`src/sv/mexp_pkg.sv`:
```
package mexp_pkg;

  // field widths
  localparam int BaseW = 32;
  localparam int ExpW  = 63;
  localparam int ModW  = 31;

  // modulus after reset (one billion seven)
  localparam logic [ModW-1:0] ModulusReset = 31'd1000000007;

endpackage

```
`src/sv/mexp_ifs.sv`:
```
// operand channel: base and exponent
interface mexp_operand_if;
  logic                          valid;
  logic                          ready;
  logic [mexp_pkg::BaseW-1:0]    base_value;
  logic [mexp_pkg::ExpW-1:0]     exponent;

  modport source (output valid, output base_value, output exponent, input ready);
  modport sink   (input valid, input base_value, input exponent, output ready);
endinterface

// result channel
interface mexp_result_if;
  logic                          valid;
  logic                          ready;
  logic [mexp_pkg::ModW-1:0]     power_result;

  modport source (output valid, output power_result, input ready);
  modport sink   (input valid, input power_result, output ready);
endinterface

// modulus write channel
interface mexp_cfg_if;
  logic                          valid;
  logic                          ready;
  logic [mexp_pkg::ModW-1:0]     modulus;

  modport source (output valid, output modulus, input ready);
  modport sink   (input valid, input modulus, output ready);
endinterface

```
`src/sv/modular_exponentiation_unit.sv`:
```
// channel   dir  payload                         handshake
// operand   in   base_value[31:0], exponent[62:0] valid/ready
// result    out  power_result[30:0]              valid/ready
// cfg       in   modulus[30:0]                   valid/ready, always ready
//
// One shared interleaved modular multiplier retires one multiplier bit per
// cycle; it reduces the base, multiplies into the result and squares.
// Reset is synchronous; the modulus returns to 1000000007.
// The operand side is ready only when the sequencer is idle; a finished
// result waits in the output register while the next item is taken.
module modular_exponentiation_unit (
  input  logic clk,
  input  logic rst,
  mexp_operand_if.sink operand,
  mexp_result_if.source result,
  mexp_cfg_if.sink cfg
);

  localparam int ModW  = mexp_pkg::ModW;
  localparam int BaseW = mexp_pkg::BaseW;
  localparam int ExpW  = mexp_pkg::ExpW;
  localparam int CntW  = $clog2(BaseW);

  // sequencer states
  localparam logic [2:0] StIdle = 3'd0;
  localparam logic [2:0] StPick = 3'd1;
  localparam logic [2:0] StRun  = 3'd2;
  localparam logic [2:0] StDone = 3'd3;

  logic [2:0]       state;
  logic [ModW-1:0]  modulus;
  logic [ModW-1:0]  acc;
  logic [ModW-1:0]  sq;
  logic [ExpW-1:0]  exp_left;
  logic             dest_acc;

  // shared multiplier operands
  logic [ModW-1:0]  ux;
  logic [BaseW-1:0] uy;
  logic [ModW-1:0]  ur;
  logic [CntW-1:0]  ucnt;

  logic [ModW+1:0]  r2;
  logic [ModW+1:0]  m1;
  logic [ModW+1:0]  m2;
  logic [ModW-1:0]  ur_next;

  // modulus register
  assign cfg.ready = 1'b1;

  always_ff @(posedge clk) begin
    if (rst) begin
      modulus <= mexp_pkg::ModulusReset;
    end else if (cfg.valid) begin
      modulus <= cfg.modulus;
    end
  end

  // one step: r = 2r + bit*x, then bring below m (r2 < 3m)
  always_comb begin
    m1 = {2'b00, modulus};
    m2 = {1'b0, modulus, 1'b0};
    r2 = {1'b0, ur, 1'b0} + (uy[BaseW-1] ? {2'b00, ux} : '0);
    if (r2 >= m2) begin
      ur_next = ModW'(r2 - m2);
    end else if (r2 >= m1) begin
      ur_next = ModW'(r2 - m1);
    end else begin
      ur_next = ModW'(r2);
    end
  end

  assign operand.ready = (state == StIdle);

  // sequencer
  always_ff @(posedge clk) begin
    if (rst) begin
      state        <= StIdle;
      result.valid <= 1'b0;
    end else begin
      // output register: load a finished power, or empty it once taken
      if (state == StDone && (!result.valid || result.ready)) begin
        result.valid <= 1'b1;
      end else if (result.ready) begin
        result.valid <= 1'b0;
      end
      case (state)
        StIdle: begin
          if (operand.valid) begin
            exp_left <= operand.exponent;
            if (modulus < ModW'(2)) begin
              acc   <= '0;
              state <= StDone;
            end else begin
              // reduce base: base * 1 mod m, result into sq
              acc      <= ModW'(1);
              ux       <= ModW'(1);
              uy       <= operand.base_value;
              ur       <= '0;
              ucnt     <= '0;
              dest_acc <= 1'b0;
              state    <= StRun;
            end
          end
        end
        StPick: begin
          ur   <= '0;
          ucnt <= '0;
          if (exp_left == '0) begin
            state <= StDone;
          end else if (exp_left[0]) begin
            // multiply running power into result
            ux          <= acc;
            uy          <= {1'b0, sq};
            dest_acc    <= 1'b1;
            exp_left[0] <= 1'b0;
            state       <= StRun;
          end else begin
            // square and move to the next exponent bit
            ux       <= sq;
            uy       <= {1'b0, sq};
            dest_acc <= 1'b0;
            exp_left <= exp_left >> 1;
            state    <= StRun;
          end
        end
        StRun: begin
          ur   <= ur_next;
          uy   <= uy << 1;
          ucnt <= ucnt + CntW'(1);
          if (ucnt == CntW'(BaseW - 1)) begin
            if (dest_acc) begin
              acc <= ur_next;
            end else begin
              sq <= ur_next;
            end
            state <= StPick;
          end
        end
        StDone: begin
          if (!result.valid || result.ready) begin
            result.power_result <= acc;
            state               <= StIdle;
          end
        end
        default: begin
          state <= StIdle;
        end
      endcase
    end
  end

endmodule
```
`src/flat_wrapper.sv`:
```
// flat-port wrapper written by rule: the top's interface ports become plain ports
module modular_exponentiation_unit_flat 
  (clk, rst, operand_valid, operand_base_value, operand_exponent, operand_ready, result_valid, result_power_result, result_ready, cfg_valid, cfg_modulus, cfg_ready);
  mexp_operand_if operand_i ();
  mexp_result_if result_i ();
  mexp_cfg_if cfg_i ();
  input  logic clk;
  input  logic rst;
  input wire logic [$bits(operand_i.valid)-1:0] operand_valid;
  input wire logic [$bits(operand_i.base_value)-1:0] operand_base_value;
  input wire logic [$bits(operand_i.exponent)-1:0] operand_exponent;
  output wire logic [$bits(operand_i.ready)-1:0] operand_ready;
  output wire logic [$bits(result_i.valid)-1:0] result_valid;
  output wire logic [$bits(result_i.power_result)-1:0] result_power_result;
  input wire logic [$bits(result_i.ready)-1:0] result_ready;
  input wire logic [$bits(cfg_i.valid)-1:0] cfg_valid;
  input wire logic [$bits(cfg_i.modulus)-1:0] cfg_modulus;
  output wire logic [$bits(cfg_i.ready)-1:0] cfg_ready;
  assign operand_i.valid = operand_valid;
  assign operand_i.base_value = operand_base_value;
  assign operand_i.exponent = operand_exponent;
  assign operand_ready = operand_i.ready;
  assign result_valid = result_i.valid;
  assign result_power_result = result_i.power_result;
  assign result_i.ready = result_ready;
  assign cfg_i.valid = cfg_valid;
  assign cfg_i.modulus = cfg_modulus;
  assign cfg_ready = cfg_i.ready;
  modular_exponentiation_unit u_core (.clk(clk), .rst(rst), .operand(operand_i), .result(result_i), .cfg(cfg_i));
endmodule
```
`config.mk`:
```
export PLATFORM = sky130hd
export DESIGN_NAME = modular_exponentiation_unit_flat
export DESIGN_NICKNAME = d
export VERILOG_FILES = /design/src/sv/mexp_pkg.sv /design/src/sv/mexp_ifs.sv /design/src/sv/modular_exponentiation_unit.sv /design/src/flat_wrapper.sv
export SDC_FILE = /design/constraint.sdc
export NUM_CORES = 1
export LEC_CHECK = 0
export BUFFER_PORTS_ARGS = -buffer_cell sky130_fd_sc_hd__buf_2
export CORE_AREA = 2 2 227 229
export DETAILED_ROUTE_END_ITERATION = 6
export DIE_AREA = 0 0 229 231
export SETUP_SLACK_MARGIN = 0.5
export SLEW_MARGIN = 20
export SYNTH_ARGS = -nofsm -noshare
export SYNTH_HDL_FRONTEND = slang
export SYNTH_SLANG_ARGS = --single-unit
```
`constraint.sdc`:
```
create_clock -name clk -period 6.4 [get_ports clk]
set_input_delay 0.96 -clock clk [delete_from_list [all_inputs] [get_ports clk]]
set_output_delay 0.96 -clock clk [all_outputs]
set_load 0.05 [all_outputs]
```
==> results of run 1 <==
## per-layer routing
metal  share of wire  wire length (um)
met4           0.026              1320
met1            0.48             24100
met2            0.43             21700
met3           0.062              3130
met5               0                 0
## cells in the final DEF (no fill, tap or decap), types with 35 or more instances in the layout
master,instances
nand2_1,81
nand4_1,36
mux2_2,62
inv_1,57
nor2b_1,37
buf_4,35
mux2i_1,49
edfxtp_1,256
a21oi_1,113
and2_1,43
ha_1,94
xnor2_1,43
nand3_1,42
nor2_1,114
buf_2,163
o21ai_0,51
## state kept, by name (all words and copies together), names as in the netlist
register and count:
u_core.acc 31, u_core.state 2, u_core.ux 31, u_core.result.power_result 31, u_core.uy 32, u_core.dest_acc 1
u_core.ucnt 5, u_core.modulus 31, u_core.ur 31, u_core.sq 31, u_core.exp_left 63, u_core.result.valid 1
## kinds of logic after synthesis
family | Yosys count | synth area share
mux | 111 | 0.0683
flops | 290 | 0.481
xor+xnor | 72 | 0.0362
buf+inv | 131 | 0.0328
simple gates | 470 | 0.139
fa+ha+maj | 101 | 0.0739
other cells | 1 | 0.000215
compound gates | 422 | 0.169
## metrics by stage
step	area, um^2	util	cells	total power [mW]
after floorplan	17400	-	1598	7.99
after detailed placement	19100	0.376	2404	9.92
after global placement	19100	0.376	2404	9.82
final	20400	0.402	2469	12.2
after global routing	20400	0.402	2469	13.0
after CTS	20200	0.399	2466	11.9
## final cells by class
cell class	instances	area [um^2]	share of cell area
clock inverter	16	201	0.00988
sequential	290	8370	0.410
tap	680	851	0.0417
multi-input combinational	1177	8720	0.428
clock buffer	46	906	0.0444
timing repair buffer	200	1110	0.0544
inverter	60	228	0.0112
## power breakdown
| group | internal, mW | switching (mW) |
|---|---|---|
| Clock | 1.16 | 0.786 |
| Combinational | 2.67 | 4.57 |
| Sequential | 2.79 | 0.193 |
| Total | 6.62 | 5.55 |
## worst paths after layout
path	start	end
max reg2reg	u_core.uy[31]$_DFFE_PP_	u_core.ur[10]$_SDFFCE_PN0P_
min	u_core.acc[5]$_SDFFCE_PN0P_	u_core.result.power_result[5]$_DFFE_PP_
min reg2reg	u_core.acc[5]$_SDFFCE_PN0P_	u_core.result.power_result[5]$_DFFE_PP_
max	u_core.uy[31]$_DFFE_PP_	u_core.ur[10]$_SDFFCE_PN0P_
## repair_timing
action,in CTS,in global routing
resized for setup,5,31
pin swaps,2,6
buffers inserted,0,3
gates cloned,0,0
endpoints found under the setup margin,18,92
==> impl_metrics.json, run 1 <==
{
  "finClkSkew_ps": 21.0,
  "rsz0062_at_grt": "yes",
  "worst_slack_ps": 729,
  "slowest_stage": "a2111oi_1",
  "synthArstFlopShare": 0,
  "synthFlopType": "edfxtp_1",
  "die_x_um": 229,
  "synth_area_um2": 17400,
  "peakVddDrop_mv": 0.231,
  "num_antenna_cells": 0,
  "period_share": 0.886,
  "grt_pass1_wl_um": 76500,
  "clk_latency_ps": 540,
  "r2r_cells": 22,
  "place_ws_ps": 453,
  "p_leak_nw": 7.78,
  "cp_max_fo": 38,
  "drive_gt1_frac": 0.219,
  "numClockSinks": 290,
  "syn_avg_cell_area_um2": 10.9,
  "rrSetupSlack_ps": 730,
  "yosysUniqueCellTypes": 85,
  "gp_congestion": 0.930,
  "ys_ff_latch": 290,
  "tns_ps": 0,
  "vias_per_cell": 5.43,
  "die_h_um": 231,
  "grt_usage": 0.186,
  "slew_violations": 0,
  "start_kind": "register",
  "cts_hold_buf": 0,
  "endpoint_kind": "register",
  "synth_top_cell_area_share": 0.441,
  "worst_pin_slew_ps": 997,
  "area_growth_pct": 17.1,
  "synth_edf_count": 256,
  "grt_pass1_vias": 13206,
  "hold_viol_final": 0,
  "grt_use_met1": 0.272,
  "setup_viol": 0,
  "critPathTopFamily": "compound AO/OA/AOI/OAI gates",
  "ios": 165,
  "grt_start_max_net_pins": 69,
  "synth_largest_area_cell": "edfxtp_1",
  "synth_warnings": 0,
  "cts_buffers": 34,
  "synth_most_common_cell": "edfxtp_1",
  "finalCriticalPeriod_ps": 5670,
  "cap_violations": 0,
  "nets": 1995,
  "worstPathCellList": "buf_6, and2_1, ha_1, or3_1, o211ai_1, o221ai_4, a2111oi_1, nor3_1, xor2_1, buf_4, buf_4, ha_1, o21ai_1, a21oi_1, a211oi_1, a21oi_1, a41o_1, a31oi_4, and2_2, buf_12, nand4_1, a31oi_2",
  "cts_tree": "built",
  "grt_overflow": 0,
  "dieArea_um2": 52900,
  "critPathKind": "reg2reg",
  "synth_seq_area_share": 0.481,
  "use_met3": 0.0308,
  "io_buffers": 163,
  "num_rows": 83,
  "clk_pin_slew_ps": 60,
  "cts_buffer_depth": 3,
  "firstDrtPassIters": 5,
  "wire_per_inst_um": 20.4,
  "busiest_layer": "met2",
  "h-tree-depth": 2,
  "max_freq_mhz": 176,
  "initialDrtViolationCount": 1169,
  "vias": 13413,
  "grtUsageMet2": 0.284,
  "synthCells": 1598,
  "start_util": 0.344,
  "worst_ep_arrival_time_ps": 6020,
  "hpwl_um": 38700,
  "path_depth": 22,
  "p_per_area_nw_per_um2": 597,
  "drc": 0,
  "antenna_found_initial": 0,
  "hold_slack_ps": 468,
  "synth_commonest_cells": "256 x edfxtp_1, 116 x nor2_1, 115 x a21oi_1",
  "slowest_delay_ps": 410,
  "critPathBufInv": 4,
  "critPathRequiredTime_ps": 6750,
  "wl_um": 50300,
  "ctsRootBufferMaster": "clkbuf_16",
  "status": "finished clean",
  "synth_nets": 1830,
  "holdPathStages": 0,
  "synthTopCellsByArea": "edfxtp_1 44%, ha_1 7.0%, mux2_2 4.0%, dfxtp_1 3.9%, a21oi_1 3.3%",
  "hold_class": "reg2reg",
  "relSlewSlack": 0.334,
  "coreArea_um2": 50700,
  "n_fill_cell": 4955,
  "ant_nets": 0
}
Power figures use the tool's default switching activity.
==> run 2, diff against run 1 <==
- ABC_AREA: default -> 1
- CORE_AREA: 2 2 227 229 -> 2 2 232 234
- DIE_AREA: 0 0 229 231 -> 0 0 234 236
==> run 2 against run 1 <==
  * Non-clock buffer count decreased by 5
  * Maximum frequency increased by 3.9%
  * Core utilization decreased by 0.47 points
  * Clock skew increased by 1.6 ps
  * Sequential share of layout area decreased by 1.4 points
  * Wire length increased by 18%
  * Synthesized cell count increased by 42%
  * Area after synthesis increased by 5.1%
  * Final area increased by 3.5%
  * Clock-buffer cell count decreased by 8
  * Highest routed layer unchanged
==> impl_metrics.json, run 2 <==
{
  "status": "finished clean",
  "wl_um": 59300,
  "syn_avg_cell_area_um2": 8.04,
  "die_h_um": 236,
  "period_share": 0.853,
  "final_common_cell": "nand2_1",
  "drc": 0,
  "critPathRequiredTime_ps": 6650,
  "synthTopCellsByArea": "edfxtp_1 42%, nand2_1 15%, ha_1 6.7%, inv_1 5.8%, nand3_1 3.9%",
  "area_growth_pct": 15.3,
  "n_fill_cell": 5446,
  "antenna_found_initial": 0,
  "worst_ep_arrival_time_ps": 5710,
  "ys_ff_latch": 290,
  "hold_slack_ps": 441,
  "dieArea_um2": 55200,
  "die_x_um": 234,
  "synth_seq_area_share": 0.457,
  "r2r_end": "u_core.acc[11]$_SDFFCE_PN0P_",
  "holdCritStartpoint": "u_core.acc[1]$_SDFFCE_PN0P_",
  "coreArea_um2": 53100,
  "rsz0062_at_grt": "no",
  "synth_largest_area_cell": "edfxtp_1",
  "cts_buffers": 34,
  "rrSetupSlack_ps": 940,
  "critPathTopFamily": "simple AND/OR/NAND/NOR gates",
  "holdPathStages": 0,
  "tns_ps": 0,
  "cts_buffer_depth": 3,
  "ant_nets": 0,
  "num_antenna_cells": 0,
  "num_rows": 85,
  "firstDrtPassIters": 6,
  "critPathBufInv": 7,
  "initialDrtViolationCount": 1520,
  "synth_warnings": 0,
  "synth_area_um2": 18300,
  "synth_commonest_cells": "724 x nand2_1, 283 x inv_1, 256 x edfxtp_1",
  "synth_top_cell_area_share": 0.420,
  "synth_most_common_cell": "nand2_1",
  "vias": 16111,
  "io_buffers": 163,
  "synth_edf_count": 256,
  "largest_register_ffs": 63,
  "synthArstFlopShare": 0,
  "holdPathEnd": "u_core.result.power_result[1]$_DFFE_PP_",
  "gp_congestion": 0.975,
  "critPathKind": "reg2reg",
  "cts_tree": "built",
  "h-tree-depth": 2,
  "top_regs": "u_core.exp_left: 63 flops, u_core.uy: 32 flops",
  "grt_usage": 0.215,
  "top_register": "u_core.exp_left",
  "r2r_start": "u_core.uy[31]$_DFFE_PP_",
  "grt_start_max_net_pins": 64,
  "grt_pass1_wl_um": 91500,
  "start_util": 0.345,
  "ctsRootBufferMaster": "clkbuf_16",
  "mostFrequentLayoutCells": "724 x nand2_1, 283 x inv_1, 256 x edfxtp_1",
  "grt_overflow": 0,
  "synthCells": 2277,
  "nets": 2674,
  "start_kind": "register",
  "drive_gt1_frac": 0.122,
  "worst_pin_slew_ps": 1060,
  "clk_pin_slew_ps": 60,
  "slew_violations": 0,
  "relSlewSlack": 0.293,
  "r2r_cells": 28,
  "yosysUniqueCellTypes": 48,
  "synthFlopType": "edfxtp_1",
  "numClockSinks": 290,
  "slowest_stage": "edfxtp_1",
  "vias_per_cell": 5.09,
  "finClkSkew_ps": 22.6,
  "clk_latency_ps": 550,
  "cap_violations": 0,
  "setup_viol": 0,
  "synth_nets": 2509,
  "max_freq_mhz": 183,
  "ios": 165,
  "cp_common_cell": "nand2_1",
  "hpwl_um": 46800,
  "grt_pass1_vias": 15880,
  "slowest_delay_ps": 660,
  "wire_per_inst_um": 18.7,
  "cp_max_fo": 16,
  "finalCriticalPeriod_ps": 5460,
  "hold_viol_final": 0,
  "endpoint_kind": "register",
  "hold_class": "reg2reg"
}
run 2: changes by cell type after synthesis, moves of 33 or more:
cell,delta
inv_1,+226
mux2i_1,-49
nor2_1,+50
mux2_2,-62
and2_1,-43
nor2b_1,-38
a31oi_1,-33
nand2_1,+642
o21ai_0,+47
nand3_1,+101
run 2: layout make-up:
cell class,count,area (um^2),share of cell area
Timing Repair Buffer,195,1080,0.0514
Tap cell,696,871,0.0413
Multi-Input combinational cell,1632,8610,0.408
Clock buffer,38,866,0.0410
Inverter,289,1080,0.0514
Clock inverter,23,214,0.0101
Sequential cell,290,8370,0.397
run 2: through the flow:
step	cell area (um^2)	utilization	std cells	worst slack, ps
2_1_floorplan	18300	-	2277	1270
3_3_place_gp	20000	0.377	3101	595
3_5_place_dp	20000	0.377	3101	646
4_1_cts	21100	0.397	3162	605
5_1_grt	21100	0.398	3163	521
6_report	21100	0.398	3163	943
run 2: metal layers:
metal | up-vias | global-route usage | share of wire
met4 | 0 | 0.0598 | 0.029
met3 | 92 | 0.0290 | 0.058
li1 | 7893 | - | -
met5 | - | 0 | 0
met2 | 495 | 0.339 | 0.45
met1 | 7631 | 0.307 | 0.46
run 2: worst max-delay path by stage:
stage,from,end,slack [ps],cells after the start
2_1_floorplan,u_core.state[0]$_SDFFE_PP0P_,u_core.uy[0]$_DFFE_PP_,1270,8
3_3_place_gp,u_core.uy[31]$_DFFE_PP_,u_core.ur[12]$_SDFFCE_PN0P_,590,26
3_5_place_dp,u_core.uy[31]$_DFFE_PP_,u_core.ur[12]$_SDFFCE_PN0P_,650,26
4_1_cts,u_core.uy[31]$_DFFE_PP_,u_core.acc[20]$_SDFFCE_PN0P_,610,26
5_1_grt,u_core.uy[31]$_DFFE_PP_,u_core.acc[16]$_SDFFCE_PN0P_,520,27
6_report,u_core.uy[31]$_DFFE_PP_,u_core.acc[11]$_SDFFCE_PN0P_,940,28
run 2: timing repair:
action,4_1_cts,5_1_grt
buffers inserted,0,1
endpoints found under the setup margin,0,92
hold endpoints to repair,0,0
resized for setup,0,1
hold buffers,0,0
run 2: worst register-to-register path: cells and delay by family, from the launching register on:
kind	cells	cell delay, ps
flip-flops	1	660
adder cells (fa/ha/maj)	2	620
AND/OR/NAND/NOR	15	1640
AO/OA/AOI/OAI	3	690
buffers and inverters	7	1080
XOR/XNOR	1	470
run 2: logic make-up (layout without fill, tap and decap cells):
logic type / after synthesis / in the layout / share of synthesized area
simple gates: 1151 / 1151 / 0.266
buf+inv: 355 / 545 / 0.0759
compound gates: 311 / 311 / 0.0982
flops: 290 / 290 / 0.457
fa+ha+maj: 101 / 101 / 0.0703
xor+xnor: 68 / 68 / 0.0325
other cells: 1 / 1 / 0.000205
Power of run 2 is not shown: default switching activity piles up to over one toggle a cycle in this logic, so the estimate is an artifact.
